## src/rtl/ertp_pkg.sv

```systemverilog
// ----------------------------------------------------------------------------
// ertp_pkg: shared types and constants of the event record text parser
// Word formats, line state, configuration and character codes.
// ----------------------------------------------------------------------------
package ertp_pkg;

  // result status codes
  typedef enum logic [1:0] {
    STATUS_OK      = 2'd0,
    STATUS_EMPTY   = 2'd1,
    STATUS_INVALID = 2'd2
  } parse_status_e;

  // configuration register indexes
  localparam logic [1:0] CFG_SENSOR_WIDTH   = 2'd0;
  localparam logic [1:0] CFG_SENSOR_HEIGHT  = 2'd1;
  localparam logic [1:0] CFG_POLARITY_COUNT = 2'd2;

  localparam logic [15:0] SENSOR_WIDTH_RST   = 16'd640;
  localparam logic [15:0] SENSOR_HEIGHT_RST  = 16'd480;
  localparam logic [7:0]  POLARITY_COUNT_RST = 8'd2;

  // character codes
  localparam logic [7:0] CHAR_SPACE = 8'd32;
  localparam logic [7:0] CHAR_TAB   = 8'd9;
  localparam logic [7:0] CHAR_CR    = 8'd13;
  localparam logic [7:0] CHAR_ZERO  = 8'd48;
  localparam logic [7:0] CHAR_NINE  = 8'd57;

  // largest accumulator that can still take one more digit
  localparam logic [63:0] ACC_LIMIT_DIV10 = 64'd1844674407370955161;
  localparam logic [3:0]  ACC_LIMIT_DIGIT = 4'd5;

  // field positions
  localparam logic [2:0] FIELD_TIME     = 3'd0;
  localparam logic [2:0] FIELD_X        = 3'd1;
  localparam logic [2:0] FIELD_Y        = 3'd2;
  localparam logic [2:0] FIELD_POLARITY = 3'd3;
  localparam logic [2:0] FIELD_DONE     = 3'd4;

  typedef struct packed {
    logic [7:0] text_byte;
    logic       line_end;
  } in_word_t;

  typedef struct packed {
    parse_status_e parse_status;
    logic [63:0]   event_time;
    logic [15:0]   event_x;
    logic [15:0]   event_y;
    logic [7:0]    event_polarity;
  } out_word_t;

  typedef struct packed {
    logic [15:0] sensor_width;
    logic [15:0] sensor_height;
    logic [7:0]  polarity_count;
  } cfg_t;

  typedef struct packed {
    logic [2:0]  field_number;
    logic        in_digits;
    logic        line_bad;
    logic [63:0] acc;
    logic        acc_ovf;
    logic [63:0] held_time;
    logic [15:0] held_x;
    logic [15:0] held_y;
  } line_state_t;

endpackage

```

## src/rtl/ertp_step.sv

```systemverilog
// ----------------------------------------------------------------------------
// ertp_step: one character step of the record parser
// Next line state and the line result for one input word.
// ----------------------------------------------------------------------------
module ertp_step (
  input  ertp_pkg::in_word_t    word_i,
  input  ertp_pkg::line_state_t st_i,
  input  ertp_pkg::cfg_t        cfg_i,
  output ertp_pkg::line_state_t st_o,
  output ertp_pkg::out_word_t   res_o
);
  import ertp_pkg::*;

  logic        is_digit;
  logic        is_blank;
  logic [3:0]  digit;
  logic [63:0] acc_base;
  logic        ovf_base;
  logic        do_close;
  line_state_t st_d;

  // character classes
  assign is_digit = (word_i.text_byte >= CHAR_ZERO) && (word_i.text_byte <= CHAR_NINE);
  assign is_blank = (word_i.text_byte == CHAR_SPACE) ||
                    ((word_i.text_byte >= CHAR_TAB) && (word_i.text_byte <= CHAR_CR));
  assign digit    = word_i.text_byte[3:0];

  // a fresh number starts from zero
  assign acc_base = st_i.in_digits ? st_i.acc : 64'd0;
  assign ovf_base = st_i.in_digits ? st_i.acc_ovf : 1'b0;

  always_comb begin
    st_d     = st_i;
    do_close = 1'b0;
    res_o    = '0;
    res_o.parse_status = STATUS_INVALID;

    // byte of the line
    if (!word_i.line_end) begin
      if (!st_i.line_bad) begin
        if (is_blank) begin
          do_close = st_i.in_digits;
        end else if (is_digit) begin
          if (!st_i.in_digits && (st_i.field_number >= FIELD_DONE)) begin
            st_d.line_bad = 1'b1;
          end else begin
            st_d.in_digits = 1'b1;
            st_d.acc       = acc_base;
            st_d.acc_ovf   = ovf_base;
            if (!ovf_base) begin
              if ((acc_base > ACC_LIMIT_DIV10) ||
                  ((acc_base == ACC_LIMIT_DIV10) && (digit > ACC_LIMIT_DIGIT))) begin
                st_d.acc_ovf = 1'b1;
              end else begin
                st_d.acc = (acc_base << 3) + (acc_base << 1) + {60'd0, digit};
              end
            end
          end
        end else begin
          st_d.line_bad = 1'b1;
        end
      end
    end else begin
      do_close = !st_i.line_bad && st_i.in_digits;
    end

    // close the number in progress
    if (do_close) begin
      st_d.in_digits = 1'b0;
      if (st_d.acc_ovf) begin
        st_d.line_bad = 1'b1;
      end else begin
        unique case (st_d.field_number)
          FIELD_TIME: st_d.held_time = st_d.acc;
          FIELD_X: begin
            if (st_d.acc >= {48'd0, cfg_i.sensor_width}) st_d.line_bad = 1'b1;
            else st_d.held_x = st_d.acc[15:0];
          end
          FIELD_Y: begin
            if (st_d.acc >= {48'd0, cfg_i.sensor_height}) st_d.line_bad = 1'b1;
            else st_d.held_y = st_d.acc[15:0];
          end
          FIELD_POLARITY: begin
            if (st_d.acc >= {56'd0, cfg_i.polarity_count}) st_d.line_bad = 1'b1;
          end
          default: st_d.line_bad = 1'b1;
        endcase
        if (st_d.field_number < FIELD_DONE) st_d.field_number = st_d.field_number + 3'd1;
      end
    end

    // terminator: build the result and start a new line
    if (word_i.line_end) begin
      if (!st_d.line_bad) begin
        if ((st_d.field_number == FIELD_TIME) && !st_d.in_digits) begin
          res_o.parse_status = STATUS_EMPTY;
        end else if (st_d.field_number == FIELD_DONE) begin
          res_o.parse_status   = STATUS_OK;
          res_o.event_time     = st_d.held_time;
          res_o.event_x        = st_d.held_x;
          res_o.event_y        = st_d.held_y;
          res_o.event_polarity = st_d.acc[7:0];
        end
      end
      st_d.field_number = FIELD_TIME;
      st_d.in_digits    = 1'b0;
      st_d.line_bad     = 1'b0;
      st_d.acc_ovf      = 1'b0;
    end
  end

  assign st_o = st_d;

endmodule

```

## src/rtl/event_record_text_parser_unit.sv

```systemverilog
// ----------------------------------------------------------------------------
// event_record_text_parser_unit: streaming event record text parser
// Parses a line of four decimal fields a byte per word, one result per line.
// ----------------------------------------------------------------------------
// channel  direction  ports                            word
// in       sink       in_valid_i in_stall_o in_word_i  text_byte, line_end
// out      source     out_valid_o out_stall_i out_word_o status and event fields
// cfg      sink       cfg_we_i cfg_idx_i cfg_data_i    register write
//
// One word per cycle is taken while no terminator is stalled; the step logic between the
// input register and the result register sets that figure. A result is written to the
// result register as its terminator is taken. Only a terminator waits in the input register while the
// result register is full and stalled; text bytes advance regardless.
// Reset clears the line state and loads the register defaults.
// ----------------------------------------------------------------------------
module event_record_text_parser_unit (
  input  logic                clk_i,
  input  logic                rst_ni,
  input  logic                in_valid_i,
  output logic                in_stall_o,
  input  ertp_pkg::in_word_t  in_word_i,
  output logic                out_valid_o,
  input  logic                out_stall_i,
  output ertp_pkg::out_word_t out_word_o,
  input  logic                cfg_we_i,
  input  logic [1:0]          cfg_idx_i,
  input  logic [15:0]         cfg_data_i
);
  import ertp_pkg::*;

  logic        in_valid_q;
  in_word_t    in_word_q;
  logic        out_valid_q, out_valid_d;
  out_word_t   out_word_q;
  line_state_t st_q, st_d;
  out_word_t   res;
  cfg_t        cfg_q;
  logic        advance;

  // configuration registers
  always_ff @(posedge clk_i or negedge rst_ni) begin
    if (!rst_ni) begin
      cfg_q.sensor_width   <= SENSOR_WIDTH_RST;
      cfg_q.sensor_height  <= SENSOR_HEIGHT_RST;
      cfg_q.polarity_count <= POLARITY_COUNT_RST;
    end else if (cfg_we_i) begin
      unique case (cfg_idx_i)
        CFG_SENSOR_WIDTH:   cfg_q.sensor_width   <= cfg_data_i;
        CFG_SENSOR_HEIGHT:  cfg_q.sensor_height  <= cfg_data_i;
        CFG_POLARITY_COUNT: cfg_q.polarity_count <= cfg_data_i[7:0];
        default: ;
      endcase
    end
  end

  // the word in the input register moves on unless its result has no room
  assign advance    = in_valid_q && (!in_word_q.line_end || !out_valid_q || !out_stall_i);
  assign in_stall_o = in_valid_q && !advance;

  // input register
  always_ff @(posedge clk_i or negedge rst_ni) begin
    if (!rst_ni) begin
      in_valid_q <= 1'b0;
    end else if (!in_stall_o) begin
      in_valid_q <= in_valid_i;
    end
  end

  always_ff @(posedge clk_i) begin
    if (!in_stall_o && in_valid_i) begin
      in_word_q <= in_word_i;
    end
  end

  ertp_step u_step (
    .word_i (in_word_q),
    .st_i   (st_q),
    .cfg_i  (cfg_q),
    .st_o   (st_d),
    .res_o  (res)
  );

  // line state
  always_ff @(posedge clk_i or negedge rst_ni) begin
    if (!rst_ni) begin
      st_q <= '0;
    end else if (advance) begin
      st_q <= st_d;
    end
  end

  // result register
  always_comb begin
    out_valid_d = out_valid_q;
    if (advance && in_word_q.line_end) begin
      out_valid_d = 1'b1;
    end else if (!out_stall_i) begin
      out_valid_d = 1'b0;
    end
  end

  always_ff @(posedge clk_i or negedge rst_ni) begin
    if (!rst_ni) begin
      out_valid_q <= 1'b0;
    end else begin
      out_valid_q <= out_valid_d;
    end
  end

  always_ff @(posedge clk_i) begin
    if (advance && in_word_q.line_end) begin
      out_word_q <= res;
    end
  end

  assign out_valid_o = out_valid_q;
  assign out_word_o  = out_word_q;

endmodule

```

## config.mk

```make
export PLATFORM = sky130hd
export DESIGN_NAME = event_record_text_parser_unit
export DESIGN_NICKNAME = d
export VERILOG_FILES = /design/src/rtl/ertp_pkg.sv /design/src/rtl/ertp_step.sv /design/src/rtl/event_record_text_parser_unit.sv
export SDC_FILE = /design/constraint.sdc
export NUM_CORES = 1
export LEC_CHECK = 0
export BUFFER_PORTS_ARGS = -buffer_cell sky130_fd_sc_hd__buf_2
export CORE_MARGIN = 5
export CORE_UTILIZATION = 50
export CTS_CLUSTER_SIZE = 16
export DETAILED_ROUTE_END_ITERATION = 6
export PLACE_DENSITY_LB_ADDON = 0.12
export SLEW_MARGIN = 10
export SYNTH_ARGS = -nofsm -noshare
export SYNTH_HDL_FRONTEND = slang
export SYNTH_SLANG_ARGS = --single-unit
```

## constraint.sdc

```tcl
create_clock -name clk_i -period 12.4 [get_ports clk_i]
set_clock_uncertainty 0.2 [all_clocks]
set_input_delay 1.86 -clock clk_i [delete_from_list [all_inputs] [get_ports clk_i]]
set_output_delay 1.86 -clock clk_i [all_outputs]
set_load 0.02 [all_outputs]
```

* Word level (Yosys, flattened, before mapping) *
Cells that the tools add are included.

operators by class
  add/subtract/negate cells = 3
  $lt $le $gt $ge = 11
  equal/unequal tests = 9
  muxes and demuxes = 38
  bitwise logic cells = 2
  reductions and logical operators = 30

operators by type and width
  kind                  number
  $mux 67               3
  $mux 65               3
  $mux 64               3
  $mux 96               2
  $ge 64x16->1          2
  $mux 106              1
  $add 64x4->64         1
  $add 64x64->64        1
  $eq 64x61->1 const B  1
  $ge 64x8->1           1
  $gt 64x61->1 const B  1
  $mux 16               4
  $mux 1                16
  $logic_and 1x1->1     10
  $mux 5                2
  $eq 8x6->1 const B    1
  $ge 8x4->1 const B    1
  $ge 8x6->1 const B    1
  $le 8x4->1 const B    1
  $le 8x6->1 const B    1
  $logic_not 1->1       8
  $eq 3x2->1 const B    2
  $logic_not 3->1       2
  $mux 3                2
  other kinds (17)      23

storage, ports and cells
  register bits after elaboration = 323
  output and inout bits = 108
  logic and storage cells = 113

* Logic depth before layout (Yosys ltp) *
Gate-level depths: netlist of the first run.

  word-level depth = 19
  mapped depth = 29
  mapped depth without buffers = 24

* Modules after synthesis *
Synthesis of the first run repeated with hierarchy kept, for this count alone.

second synthesis, totals
  cell total of the unflattened synthesis = 2711
  area, all modules = 24895.1 um^2

modules (own cells, without submodules)
  module                         times used  cells each  area each (um^2)  sequential area each (um^2)
  event_record_text_parser_unit  1           1153        14282.4           8667.1
  ertp_step                      1           1558        10612.7           0.0

* Worst setup path after synthesis of the first run *
No wires, ideal clock.

  kind = register -> register
  start point = register in_word_q[8] (netlist name)
  end point = register out_word_q, in the netlist out_word_o[16], data pin
  setup time = 0.257 ns
  data arrival time = 5.853 ns
  setup slack = 6.090 ns
  stages on the path, launching flop included = 26
  path through = edfxtp_1 -> nor4bb_1 -> nand3b_1 -> or4_1 -> clkbuf_1 -> a21oi_1 -> clkbuf_1 -> clkbuf_1 -> nand2_1 -> nand2_1 -> inv_1 -> ha_1 -> nand2b_1 -> a21o_1 -> a21o_1 -> a21o_1 -> a21o_1 -> a2111oi_0 -> o31ai_1 -> a31oi_1 -> nand3_1 -> nor4_1 -> buf_4 -> buf_4 -> mux2i_1 -> nor2_1

between the ends
  longest elaborated chain between the ends = 12

RTL lines
  element                                      RTL line                                           text
  from (decl)                                  event_record_text_parser_unit.sv:32                in_word_t in_word_q;
  from (signal assigned)                       event_record_text_parser_unit.sv:71                in_word_q <= in_word_i;
  $ge 8x6->1 (tied with other cells)           ertp_step.sv:23                                    assign is_digit = (word_i.text_byte >= CHAR_ZERO) && (word_i.text_byte <= CHAR_NINE);
  $logic_and 1x1->1 (on tied branches)         ertp_step.sv:23, ertp_step.sv:25
  $mux 65 or $logic_or 1x1->1 (tied branches)  ertp_step.sv:43, ertp_step.sv:24
  $mux 67                                      ertp_step.sv:41                                    if (is_blank) begin
  $mux 67                                      ertp_step.sv:40                                    if (!st_i.line_bad) begin
  $mux 67                                      ertp_step.sv:39                                    if (!word_i.line_end) begin
  $ge 64x8->1 (tied with other cells)          ertp_step.sv:84                                    if (st_d.acc >= {56'd0, cfg_i.polarity_count}) st_d.line_bad = 1'b1;
  $mux 1 (on tied branches)                    ertp_step.sv:84, ertp_step.sv:76, ertp_step.sv:80
  $pmux 1 s4                                   ertp_step.sv:73                                    unique case (st_d.field_number)
  $mux 1                                       ertp_step.sv:70                                    if (st_d.acc_ovf) begin
  $mux 5                                       ertp_step.sv:68                                    if (do_close) begin
  $reduce_or 4->1 (no source line)             -
  to (signal assigned)                         event_record_text_parser_unit.sv:112               out_word_q <= res;
  to (decl)                                    event_record_text_parser_unit.sv:34                out_word_t out_word_q;

Several ways; a longest one is shown, not always the timed one.
A chain may end at the register's enable or synchronous reset.

==> impl_metrics.xml, run 1 <==
<?xml version="1.0" encoding="UTF-8"?>
<metrics>
  <group name="clocking">
    <metric name="cts.repair_timing.setup_buffer_count" unit="">0</metric>
    <metric name="htree_levels" unit="">2</metric>
    <metric name="cts.path.max_buffers" unit="">3</metric>
    <metric name="path_clk_slew" unit="ns">0.06</metric>
    <metric name="clockRootBuffer" unit="">clkbuf_16</metric>
    <metric name="cts_tree" unit="">built</metric>
    <metric name="cts_sinks" unit="">323</metric>
    <metric name="tritoncts.num_buffers" unit="">35</metric>
    <metric name="clock_latency" unit="ns">0.53</metric>
    <metric name="cts_resized" unit="">0</metric>
    <metric name="post_cts_hold_buffer_count" unit="">0</metric>
  </group>
  <group name="logic_synthesis">
    <metric name="syn-mean-instance-area" unit="µm²">9.194</metric>
    <metric name="synth.mux.area_fraction" unit="">0.07715</metric>
    <metric name="synth_area_leaders" unit="">dfrtp_1 24%, edfxtp_1 17%, ha_1 10%</metric>
    <metric name="adder_and_majority_cell_fraction_of_the_synthesized_area" unit="">0.1008</metric>
    <metric name="synth.net_count" unit="">2462</metric>
    <metric name="area_share_of_xor_xnor_cells_in_the_synthesized_design" unit="">0.02442</metric>
    <metric name="synth.yosys.warnings" unit="">0</metric>
    <metric name="synth-seq-cells" unit="">323</metric>
    <metric name="synthDistinctLibCells" unit="">78</metric>
    <metric name="post_synth_edffs" unit="">115</metric>
    <metric name="async_flop_share" unit="">0.6440</metric>
    <metric name="synthDominantAreaCellType" unit="">dfrtp_1</metric>
    <metric name="main_combinational_cell_family_by_area_after_synthesis" unit="">simple AND/OR/NAND/NOR gates</metric>
    <metric name="synth_cells" unit="">2263</metric>
    <metric name="netlist_area" unit="µm²">20810</metric>
    <metric name="synth_ff_type" unit="">dfrtp_1</metric>
    <metric name="synth-compound-area-share" unit="">0.1575</metric>
    <metric name="yosysSeqAreaShare" unit="">0.4166</metric>
    <metric name="simple_gate_fraction_of_synth_area" unit="">0.1877</metric>
    <metric name="synth_top_area_frac" unit="">0.2417</metric>
  </group>
  <group name="sta">
    <metric name="timing.final.crit_period" unit="ns">7.965</metric>
    <metric name="total_negative_setup_slack" unit="ns">0</metric>
    <metric name="finalHoldViolCount" unit="">0</metric>
    <metric name="postLayoutSetupSlackWorst" unit="ns">4.435</metric>
    <metric name="final_min_period_over_clock_period" unit="">0.6424</metric>
    <metric name="grt_setup_unrepaired" unit="">no</metric>
    <metric name="slew_headroom" unit="">0.2079</metric>
    <metric name="report.final.setup_viol" unit="">0</metric>
    <metric name="f_max" unit="MHz">125.5</metric>
    <metric name="actual_slew_at_the_worst_max_slew_pin" unit="ns">1.176</metric>
    <metric name="timing_max_transition_violations_final" unit="">0</metric>
  </group>
  <group name="setup_path">
    <metric name="cp_data_arrival_time" unit="ns">8.11</metric>
    <metric name="crit_start" unit="">st_q[162]</metric>
    <metric name="worstSetupEndpointType" unit="">flop</metric>
    <metric name="path_class" unit="">reg -&gt; reg</metric>
    <metric name="crit-reg2reg-launch" unit="">st_q[162]</metric>
    <metric name="worst_setup_path_start_kind" unit="">flop</metric>
    <metric name="r2r_cells" unit="">23</metric>
    <metric name="critPathMaxFanout" unit="">95</metric>
    <metric name="worstPathRequired" unit="ns">12.55</metric>
  </group>
  <group name="power">
    <metric name="leakage" unit="nW">10.15</metric>
    <metric name="pwr_cell_area" unit="nW/µm²">106.9</metric>
    <metric name="worst_ir_drop_vdd" unit="µV">114.3</metric>
  </group>
  <group name="hold_path">
    <metric name="hp-start" unit="">st_q[72]</metric>
    <metric name="min_delay_path_depth" unit="">2</metric>
    <metric name="hold_path.class" unit="">reg -&gt; reg</metric>
  </group>
  <group name="placed_design">
    <metric name="dp.final_hpwl" unit="µm">50680</metric>
    <metric name="gp_congestion" unit="">0.9645</metric>
    <metric name="placed_area" unit="µm²">21930</metric>
    <metric name="preCtsSetupSlack" unit="ns">4.629</metric>
    <metric name="count_of_input_and_output_buffers" unit="">139</metric>
  </group>
  <group name="floorplanning">
    <metric name="io_pins" unit="">140</metric>
    <metric name="fp.dieArea" unit="µm²">45790</metric>
    <metric name="core-area" unit="µm²">41020</metric>
    <metric name="die-width" unit="µm">214.0</metric>
    <metric name="initial_utilization" unit="">0.5073</metric>
    <metric name="die_h" unit="µm">214.0</metric>
    <metric name="std_cell_rows" unit="">74</metric>
  </group>
  <group name="detailed_routing">
    <metric name="avgRoutedWirePerCell" unit="µm">22.96</metric>
    <metric name="via_per_inst" unit="">6.040</metric>
    <metric name="drc_errors" unit="">0</metric>
    <metric name="wl" unit="µm">66730</metric>
    <metric name="drt_first_pass_iters" unit="">5</metric>
    <metric name="ant_nets" unit="">0</metric>
    <metric name="via_count" unit="">17550</metric>
    <metric name="detailedRoute.firstIterationViolations" unit="">1514</metric>
  </group>
  <group name="global_route">
    <metric name="grt_usage" unit="">0.2790</metric>
    <metric name="global_route.overflow_total" unit="">0</metric>
    <metric name="global_route_wire_length_before_repair" unit="µm">101600</metric>
    <metric name="pin_count_of_the_biggest_net_entering_global_routing" unit="">121</metric>
    <metric name="grt_antenna_before_repair" unit="">1</metric>
    <metric name="grt_pass1_vias" unit="">16770</metric>
  </group>
  <group name="final_layout">
    <metric name="num-fill-cells" unit="">3740</metric>
    <metric name="syn2layout_area_growth" unit="%">10.68</metric>
    <metric name="layout.core_utilization" unit="">0.5614</metric>
    <metric name="mostFrequentLayoutCell" unit="">nand2_1</metric>
    <metric name="layout.cell_area.non_filler" unit="µm²">23030</metric>
    <metric name="antenna_cells_inserted" unit="">0</metric>
    <metric name="layout_common_cells" unit="">303 x nand2_1, 235 x nor2_1, 201 x dfrtp_1</metric>
    <metric name="final_nets" unit="">2547</metric>
    <metric name="ratio_of_cells_with_drive_above_1_in_the_final_layout" unit="">0.1251</metric>
  </group>
  <group name="flow_run">
    <metric name="cap_violations" unit="">0</metric>
  </group>
  <group name="status">
    <metric name="run_status" unit="">complete, no violations</metric>
  </group>
</metrics>
power breakdown:
group | internal (W) | switching, W | total [W]
sequential | 0.00116 | 0.0000358 | 0.00119
clock | 0.000589 | 0.000430 | 0.00102
combinational | 0.0000869 | 0.000161 | 0.000248
per-stage QoR:
stage / hold slack, ns / instances / power, W
2_1_floorplan: 0.2492 / 2263 / 0.001361
3_3_place_gp: 0.2624 / 2843 / 0.001455
3_5_place_dp: 0.2707 / 2843 / 0.001461
4_1_cts: 0.2832 / 2906 / 0.002478
5_1_grt: 0.2997 / 2906 / 0.002547
6_report: 0.2789 / 2906 / 0.002462
cell families (layout without fill, tap and decap cells):
family | Yosys count | count (layout)
AO/OA/AOI/OAI | 551 | 551
AND/OR/NAND/NOR | 834 | 834
adder cells (fa/ha/maj) | 167 | 167
XOR/XNOR | 58 | 58
multiplexers | 144 | 144
flip-flops | 323 | 323
buffers and inverters | 186 | 297
synthesized netlist by cell type (24+ instances only):
| master | instances |
|---|---|
| a211oi_1 | 36 |
| a21o_1 | 32 |
| a21oi_1 | 157 |
| and2_1 | 69 |
| clkbuf_1 | 95 |
| dfrtp_1 | 201 |
| edfxtp_1 | 115 |
| ha_1 | 166 |
| inv_1 | 73 |
| mux2_2 | 35 |
| mux2i_1 | 76 |
| nand2_1 | 306 |
| nand4_1 | 48 |
| nor2_1 | 235 |
| nor3_1 | 37 |
| nor4_1 | 24 |
| o21ai_0 | 198 |
| xnor2_1 | 29 |
| xor2_1 | 29 |
critical path, cell delays in order (launching register included):
cell       delay, ns
dfrtp_1         0.33
buf_4           0.51
nand3_1         0.22
a2111oi_2       0.57
o2111ai_1       0.23
a2111o_1        0.50
nand3_1         0.25
nand2_1         0.32
nand2_1         0.75
nand2_1         0.12
o21a_1          0.25
inv_1           0.35
ha_1            0.31
a21o_1          0.15
a21o_1          0.16
a2111oi_0       0.44
o31ai_1         0.14
a31oi_1         0.35
nor3_1          0.08
a21oi_1         0.22
and4_1          0.27
o21ai_4         0.13
buf_4           0.44
a211oi_1        0.35
routing by layer:
layer / routed length (µm) / global-route usage / vias to the layer above
met5: 0 / 0 / -
met4: 1900 / 0.07666 / 0
met3: 3374 / 0.03868 / 93
met2: 32340 / 0.4750 / 545
met1: 29110 / 0.3769 / 8574
li1: - / - / 8341
area by class of cell:
class	instances	area, µm²	share of cell area
clock inverters	15	132.6	0.005759
well taps	532	665.6	0.02891
clock buffers	48	965.9	0.04195
flip-flops and latches	323	8667	0.3764
inverters	73	276.5	0.01201
multi-input cells	1754	11450	0.4973
repair buffers	161	869.6	0.03776
registers in the layout, summed over array words and instances (netlist names):
signal / flops
in_word_q: 9
out_valid_o: 1
st_q: 166
in_valid_q: 1
out_word_o: 106
cfg_q: 40
path summary, 6_finish.rpt:
kind                             endpoint  slack [ns]
setup / recovery           out_word_o[79]        4.43
hold reg to reg                  st_q[72]        0.28
max in group asynchronous       cfg_q[17]        9.35
min in group asynchronous       st_q[157]        1.22
hold / removal                   st_q[72]        0.28
setup reg to reg           out_word_o[79]        4.43
Power figures use the tool's default switching activity.
==> inputs of run 2 (changes only) <==
Clock period 12.4 ns to 7.36 ns, I/O delays scaled along.
==> impl_metrics.xml, run 2 (synthesis gave the netlist of run 1 again) <==
<?xml version="1.0" encoding="UTF-8"?>
<metrics>
  <group name="clocking">
    <metric name="cts_tree" unit="">built</metric>
    <metric name="cts.repair_timing.setup_buffer_count" unit="">0</metric>
    <metric name="cts.path.max_buffers" unit="">3</metric>
    <metric name="tritoncts.num_buffers" unit="">35</metric>
    <metric name="clockRootBuffer" unit="">clkbuf_16</metric>
    <metric name="clock_latency" unit="ns">0.52</metric>
    <metric name="htree_levels" unit="">2</metric>
    <metric name="cts_sinks" unit="">323</metric>
    <metric name="path_clk_slew" unit="ns">0.06</metric>
  </group>
  <group name="setup_path">
    <metric name="cp_data_arrival_time" unit="ns">6.93</metric>
    <metric name="setup.reg_to_reg.worst_slack" unit="ns">0.57</metric>
    <metric name="rr_endpoint" unit="">out_word_o[50]</metric>
    <metric name="worstPathRequired" unit="ns">7.50</metric>
    <metric name="setup.worst_path.end" unit="">out_word_o[50]</metric>
    <metric name="crit_start" unit="">st_q[111]</metric>
    <metric name="worstSetupEndpointType" unit="">flop</metric>
    <metric name="crit-reg2reg-launch" unit="">st_q[111]</metric>
    <metric name="worst_setup_path_start_kind" unit="">flop</metric>
    <metric name="critPathMaxFanout" unit="">43</metric>
    <metric name="r2r_cells" unit="">25</metric>
    <metric name="path_class" unit="">reg -&gt; reg</metric>
  </group>
  <group name="detailed_routing">
    <metric name="via_count" unit="">17580</metric>
    <metric name="wl" unit="µm">65980</metric>
    <metric name="drc_errors" unit="">0</metric>
    <metric name="via_per_inst" unit="">6.013</metric>
    <metric name="detailedRoute.firstIterationViolations" unit="">1588</metric>
    <metric name="ant_nets" unit="">0</metric>
    <metric name="avgRoutedWirePerCell" unit="µm">22.57</metric>
    <metric name="drt_first_pass_iters" unit="">5</metric>
  </group>
  <group name="floorplanning">
    <metric name="die_h" unit="µm">214.0</metric>
    <metric name="io_pins" unit="">140</metric>
    <metric name="core-area" unit="µm²">41020</metric>
    <metric name="fp.dieArea" unit="µm²">45790</metric>
    <metric name="initial_utilization" unit="">0.5073</metric>
    <metric name="die-width" unit="µm">214.0</metric>
    <metric name="std_cell_rows" unit="">74</metric>
  </group>
  <group name="sta">
    <metric name="grt_setup_unrepaired" unit="">no</metric>
    <metric name="actual_slew_at_the_worst_max_slew_pin" unit="ns">1.118</metric>
    <metric name="timing.final.crit_period" unit="ns">6.792</metric>
    <metric name="final.hold.worst_slack" unit="ns">0.2786</metric>
    <metric name="total_negative_setup_slack" unit="ns">0</metric>
    <metric name="report.final.setup_viol" unit="">0</metric>
    <metric name="timing_max_transition_violations_final" unit="">0</metric>
    <metric name="finalHoldViolCount" unit="">0</metric>
    <metric name="final_min_period_over_clock_period" unit="">0.9228</metric>
    <metric name="f_max" unit="MHz">147.2</metric>
    <metric name="slew_headroom" unit="">0.2520</metric>
  </group>
  <group name="final_layout">
    <metric name="ratio_of_cells_with_drive_above_1_in_the_final_layout" unit="">0.1343</metric>
    <metric name="largest_reg_flops" unit="">166</metric>
    <metric name="finalNonFillerCells" unit="">2923</metric>
    <metric name="num-fill-cells" unit="">3658</metric>
    <metric name="syn2layout_area_growth" unit="%">11.68</metric>
    <metric name="mostFrequentLayoutCell" unit="">nand2_1</metric>
    <metric name="multi_input_area" unit="µm²">11450</metric>
    <metric name="final_nets" unit="">2563</metric>
    <metric name="register_area" unit="µm²">8668</metric>
    <metric name="regMostFlops" unit="">st_q</metric>
    <metric name="layout_common_cells" unit="">303 x nand2_1, 235 x nor2_1, 200 x dfrtp_1</metric>
  </group>
  <group name="global_route">
    <metric name="global_route_wire_length_before_repair" unit="µm">101100</metric>
    <metric name="global_route.overflow_total" unit="">0</metric>
    <metric name="grt_antenna_before_repair" unit="">1</metric>
    <metric name="grt_pass1_vias" unit="">17240</metric>
    <metric name="grt_usage" unit="">0.2769</metric>
    <metric name="pin_count_of_the_biggest_net_entering_global_routing" unit="">111</metric>
  </group>
  <group name="power">
    <metric name="worst_ir_drop_vdd" unit="µV">178.6</metric>
    <metric name="leakage" unit="nW">10.26</metric>
    <metric name="pwr_cell_area" unit="nW/µm²">181.5</metric>
  </group>
  <group name="hold_path">
    <metric name="hold_path.class" unit="">reg -&gt; reg</metric>
    <metric name="min_delay_path_depth" unit="">2</metric>
  </group>
  <group name="placed_design">
    <metric name="count_of_input_and_output_buffers" unit="">139</metric>
    <metric name="gp_congestion" unit="">0.9884</metric>
    <metric name="dp.final_hpwl" unit="µm">50570</metric>
    <metric name="dp.cells" unit="">2859</metric>
  </group>
  <group name="status">
    <metric name="run_status" unit="">complete, no violations</metric>
  </group>
  <group name="flow_run">
    <metric name="cap_violations" unit="">0</metric>
  </group>
</metrics>
run 2: changes by cell type in the layout (fill, tap and decap cells not counted), sizes merged:
cell,before,now
buf,160,176
clkinvlp,0,3
clkinv,12,10
bufinv,2,3
clkbuf,49,48
diode,0,1
inv,74,73
run 2: repair_timing:
item / CTS / global route
resized for setup: 0 / 1
setup endpoints to repair: 0 / 12
hold buffers: 0 / 0
run 2: metal layers:
metal / GRT usage / routed length (µm) / vias up
li1: - / - / 8337
met1: 0.3620 / 27790 / 8491
met2: 0.4627 / 31230 / 594
met3: 0.04306 / 3754 / 155
met4: 0.1151 / 3199 / 0
met5: 0 / 0 / -
run 2: through the flow:
step	total power (W)	utilization	setup WS, ns	instance area (µm²)
after floorplan	0.002293	-	1.050	20810
after CTS	0.004238	0.5664	0.5296	23230
final	0.004216	0.5665	0.5679	23240
after global placement	0.002461	0.5385	0.6860	22090
after detailed placement	0.002468	0.5385	0.5729	22090
after global routing	0.004368	0.5665	0.04703	23240
run 2: final cells by class:
type	count	share of cell area
sequential	323	0.3731
antenna	1	0.0001077
tap	532	0.02865
timing repair buffer	177	0.04421
multi-input combinational	1754	0.4928
clock inverter	16	0.006946
clock buffer	47	0.04232
inverter	73	0.01190
run 2: worst min-delay path by stage:
| stage | from | to | slack [ns] |
|---|---|---|---|
| CTS | st_q[50] | st_q[50] | 0.28 |
| floorplan | st_q[75] | st_q[75] | 0.25 |
| finish | st_q[47] | st_q[47] | 0.28 |
| global placement | st_q[74] | st_q[74] | 0.26 |
| global route | st_q[32] | st_q[32] | 0.30 |
| detailed placement | st_q[76] | st_q[76] | 0.27 |
run 2: where the power goes:
group	leakage, nW	switching, W	internal [W]	total, W
clock	0.559	0.000728	0.00105	0.00177
sequential	3.93	0.0000582	0.00195	0.00201
combinational	5.76	0.000278	0.000153	0.000431
total	10.3	0.00106	0.00315	0.00422
run 2: critical path, cell delays in order, from the launching register on:
cell	delay [ns]
dfrtp_1	0.42
or4_4	0.56
a2111oi_2	0.42
o2111ai_1	0.18
a2111o_1	0.49
and3_4	0.22
o21ai_2	0.32
nand2_1	0.10
nand2_1	0.07
buf_4	0.15
inv_1	0.14
ha_1	0.31
nand2b_1	0.14
a21o_1	0.18
a21o_1	0.17
a21o_1	0.17
a21o_1	0.16
a2111oi_0	0.43
o31ai_1	0.14
a31oi_1	0.31
nor3_1	0.08
a21oi_1	0.21
and4_1	0.27
o21ai_4	0.16
buf_4	0.34
a211oi_1	0.27
==> inputs of run 3 (changes only) <==
Settings changed: MAX_ROUTING_LAYER set to met4.
==> impl_metrics.xml, run 3 (synthesis gave the netlist of run 1 again) <==
<?xml version="1.0" encoding="UTF-8"?>
<metrics>
  <group name="clocking">
    <metric name="tritoncts.num_buffers" unit="">34</metric>
    <metric name="cts_tree" unit="">built</metric>
    <metric name="cts.path.max_buffers" unit="">3</metric>
    <metric name="clock_latency" unit="ns">0.53</metric>
    <metric name="htree_levels" unit="">2</metric>
    <metric name="cts_resized" unit="">0</metric>
    <metric name="post_cts_hold_buffer_count" unit="">0</metric>
    <metric name="clockRootBuffer" unit="">clkbuf_16</metric>
    <metric name="cts.repair_timing.setup_buffer_count" unit="">0</metric>
    <metric name="cts_sinks" unit="">323</metric>
    <metric name="path_clk_slew" unit="ns">0.06</metric>
  </group>
  <group name="global_route">
    <metric name="grt_pass1_vias" unit="">17330</metric>
    <metric name="grt_antenna_before_repair" unit="">0</metric>
    <metric name="pin_count_of_the_biggest_net_entering_global_routing" unit="">112</metric>
    <metric name="global_route_wire_length_before_repair" unit="µm">103700</metric>
    <metric name="grt_usage" unit="">0.2922</metric>
    <metric name="global_route.overflow_total" unit="">0</metric>
  </group>
  <group name="setup_path">
    <metric name="path_class" unit="">reg -&gt; reg</metric>
    <metric name="cp_slowest_cell" unit="">a2111oi_0</metric>
    <metric name="worst_setup_path_start_kind" unit="">flop</metric>
    <metric name="setup.reg_to_reg.worst_slack" unit="ns">0.45</metric>
    <metric name="critPathMaxStageDelay" unit="ns">0.81</metric>
    <metric name="crit-reg2reg-launch" unit="">st_q[162]</metric>
    <metric name="critPathMaxFanout" unit="">61</metric>
    <metric name="timing.critical_path.cells" unit="">buf_12 &gt; and2_1 &gt; ha_1 &gt; ha_1 &gt; a21oi_1 &gt; o21ai_1 &gt; a221oi_1 &gt; nor2_1 &gt; or3_1 &gt; a2111oi_0 &gt; buf_4 &gt; nor2_1 &gt; xor2_1 &gt; o31ai_1 &gt; buf_4 &gt; nor4b_2 &gt; o21ai_4 &gt; buf_4 &gt; nor3_1</metric>
    <metric name="timing.critical_path.mode_cell" unit="">buf_4</metric>
    <metric name="cp_top_family" unit="">compound AO/OA/AOI/OAI gates</metric>
    <metric name="worstPathRequired" unit="ns">7.42</metric>
    <metric name="crit_start" unit="">st_q[162]</metric>
    <metric name="worstSetupEndpointType" unit="">flop</metric>
    <metric name="cp_data_arrival_time" unit="ns">6.96</metric>
    <metric name="cp_num_buf_inv" unit="">4</metric>
  </group>
  <group name="floorplanning">
    <metric name="io_pins" unit="">140</metric>
    <metric name="core-area" unit="µm²">41020</metric>
    <metric name="initial_utilization" unit="">0.5073</metric>
    <metric name="die_h" unit="µm">214.0</metric>
    <metric name="fp.dieArea" unit="µm²">45790</metric>
    <metric name="die-width" unit="µm">214.0</metric>
    <metric name="std_cell_rows" unit="">74</metric>
  </group>
  <group name="detailed_routing">
    <metric name="detail_route.wirelength.met1" unit="µm">29090</metric>
    <metric name="via_per_inst" unit="">6.079</metric>
    <metric name="wl" unit="µm">67260</metric>
    <metric name="ant_nets" unit="">0</metric>
    <metric name="wl_met3" unit="µm">3128</metric>
    <metric name="detailedRoute.firstIterationViolations" unit="">1578</metric>
    <metric name="avgRoutedWirePerCell" unit="µm">23.00</metric>
    <metric name="drc_errors" unit="">0</metric>
    <metric name="via_count" unit="">17770</metric>
    <metric name="topmost_layer_with_routed_signal_wires" unit="">met4</metric>
    <metric name="drt_first_pass_iters" unit="">5</metric>
    <metric name="wl_met2" unit="µm">33250</metric>
  </group>
  <group name="final_layout">
    <metric name="layout.cell_area.non_filler" unit="µm²">23260</metric>
    <metric name="syn2layout_area_growth" unit="%">11.80</metric>
    <metric name="ratio_of_cells_with_drive_above_1_in_the_final_layout" unit="">0.1334</metric>
    <metric name="regMostFlops" unit="">st_q</metric>
    <metric name="num-fill-cells" unit="">3727</metric>
    <metric name="layout_common_cells" unit="">303 x nand2_1, 235 x nor2_1, 200 x dfrtp_1</metric>
    <metric name="mostFrequentLayoutCell" unit="">nand2_1</metric>
    <metric name="largest_reg_flops" unit="">166</metric>
    <metric name="final_nets" unit="">2565</metric>
    <metric name="antenna_cells_inserted" unit="">0</metric>
  </group>
  <group name="placed_design">
    <metric name="dp.final_hpwl" unit="µm">51940</metric>
    <metric name="gp_congestion" unit="">0.9577</metric>
    <metric name="count_of_input_and_output_buffers" unit="">139</metric>
    <metric name="placed_area" unit="µm²">22120</metric>
  </group>
  <group name="power">
    <metric name="pwr_cell_area" unit="nW/µm²">180.8</metric>
    <metric name="p_sw" unit="W">0.001055</metric>
    <metric name="power.combinational.fraction" unit="">0.102</metric>
    <metric name="power_frac_clock" unit="">0.420</metric>
    <metric name="sw_frac_of_total" unit="">0.2508</metric>
    <metric name="worst_ir_drop_vdd" unit="µV">198.1</metric>
    <metric name="p_int" unit="W">0.003151</metric>
    <metric name="proportion_of_power_drawn_by_flip_flops_and_latches" unit="">0.478</metric>
    <metric name="leakage" unit="nW">10.26</metric>
  </group>
  <group name="sta">
    <metric name="timing.final.crit_period" unit="ns">6.906</metric>
    <metric name="slew_headroom" unit="">0.2060</metric>
    <metric name="report.final.setup_viol" unit="">0</metric>
    <metric name="f_max" unit="MHz">144.8</metric>
    <metric name="final_min_period_over_clock_period" unit="">0.9383</metric>
    <metric name="actual_slew_at_the_worst_max_slew_pin" unit="ns">1.187</metric>
    <metric name="timing_max_transition_violations_final" unit="">0</metric>
    <metric name="finalHoldViolCount" unit="">0</metric>
    <metric name="total_negative_setup_slack" unit="ns">0</metric>
    <metric name="grt_setup_unrepaired" unit="">no</metric>
  </group>
  <group name="hold_path">
    <metric name="hp-start" unit="">st_q[75]</metric>
    <metric name="hold_path.class" unit="">reg -&gt; reg</metric>
  </group>
  <group name="flow_run">
    <metric name="cap_violations" unit="">0</metric>
  </group>
  <group name="status">
    <metric name="run_status" unit="">complete, no violations</metric>
  </group>
</metrics>
-- run 3: cell count changes in the layout (fill, tap and decap cells not counted), sizes merged --
| cell | previous run | this run |
|---|---|---|
| buf | 176 | 179 |
| diode | 1 | 0 |
| clkinvlp | 3 | 2 |
| clkbuf | 48 | 53 |
| bufinv | 3 | 2 |
| clkinv | 10 | 6 |
-- run 3: worst paths after layout --
| kind | end | cells after the start |
|---|---|---|
| min in group asynchronous | st_q[151] | 1 |
| max | out_word_o[53] | 19 |
| max in group asynchronous | cfg_q[34] | 2 |
| max reg2reg | out_word_o[53] | 19 |
| min | st_q[75] | 2 |
| min reg2reg | st_q[75] | 2 |
-- run 3: metal layers --
layer,up-vias,global-route usage
li1,8364,-
met1,8753,0.3846
met2,550,0.4947
met3,107,0.02795
met4,0,0.06871
met5,-,-
-- run 3: power by group through the flow --
stage               Sequential (W)  Combinational [W]  Clock, W
finish                     0.00201           0.000430   0.00176
global route               0.00202           0.000475   0.00187
CTS                        0.00201           0.000432   0.00179
detailed placement         0.00205           0.000427         0
global placement           0.00204           0.000421         0
floorplan                  0.00205           0.000240         0
-- run 3: per-stage QoR --
step / instances / power [W] / setup slack [ns] / utilization / hold slack [ns]
3_3_place_gp: 2862 / 0.002464 / 0.6464 / 0.5394 / 0.2626
2_1_floorplan: 2263 / 0.002293 / 1.050 / - / 0.2492
5_1_grt: 2924 / 0.004364 / 0.1352 / 0.5671 / 0.2999
4_1_cts: 2924 / 0.004233 / 0.4972 / 0.5671 / 0.2840
6_report: 2924 / 0.004206 / 0.4543 / 0.5671 / 0.2794
3_5_place_dp: 2862 / 0.002473 / 0.5210 / 0.5394 / 0.2703
-- run 3: cell type report --
cell class	instances	area [µm²]	share of cell area
inverter	73	276.5	0.01189
tap	532	665.6	0.02861
clock inverter	10	103.9	0.004464
sequential	323	8668	0.3726
timing repair buffer	180	1062	0.04566
multi-input combinational	1754	11450	0.4923
clock buffer	52	1035	0.04448
-- run 3: worst reg2reg max path: stages (launching register included) --
cell	delay (ns)
dfrtp_2	0.51
buf_12	0.26
and2_1	0.20
ha_1	0.24
ha_1	0.45
a21oi_1	0.33
o21ai_1	0.14
a221oi_1	0.67
nor2_1	0.07
or3_1	0.46
a2111oi_0	0.81
buf_4	0.25
nor2_1	0.06
xor2_1	0.39
o31ai_1	0.17
buf_4	0.18
nor4b_2	0.18
o21ai_4	0.47
buf_4	0.47
nor3_1	0.13
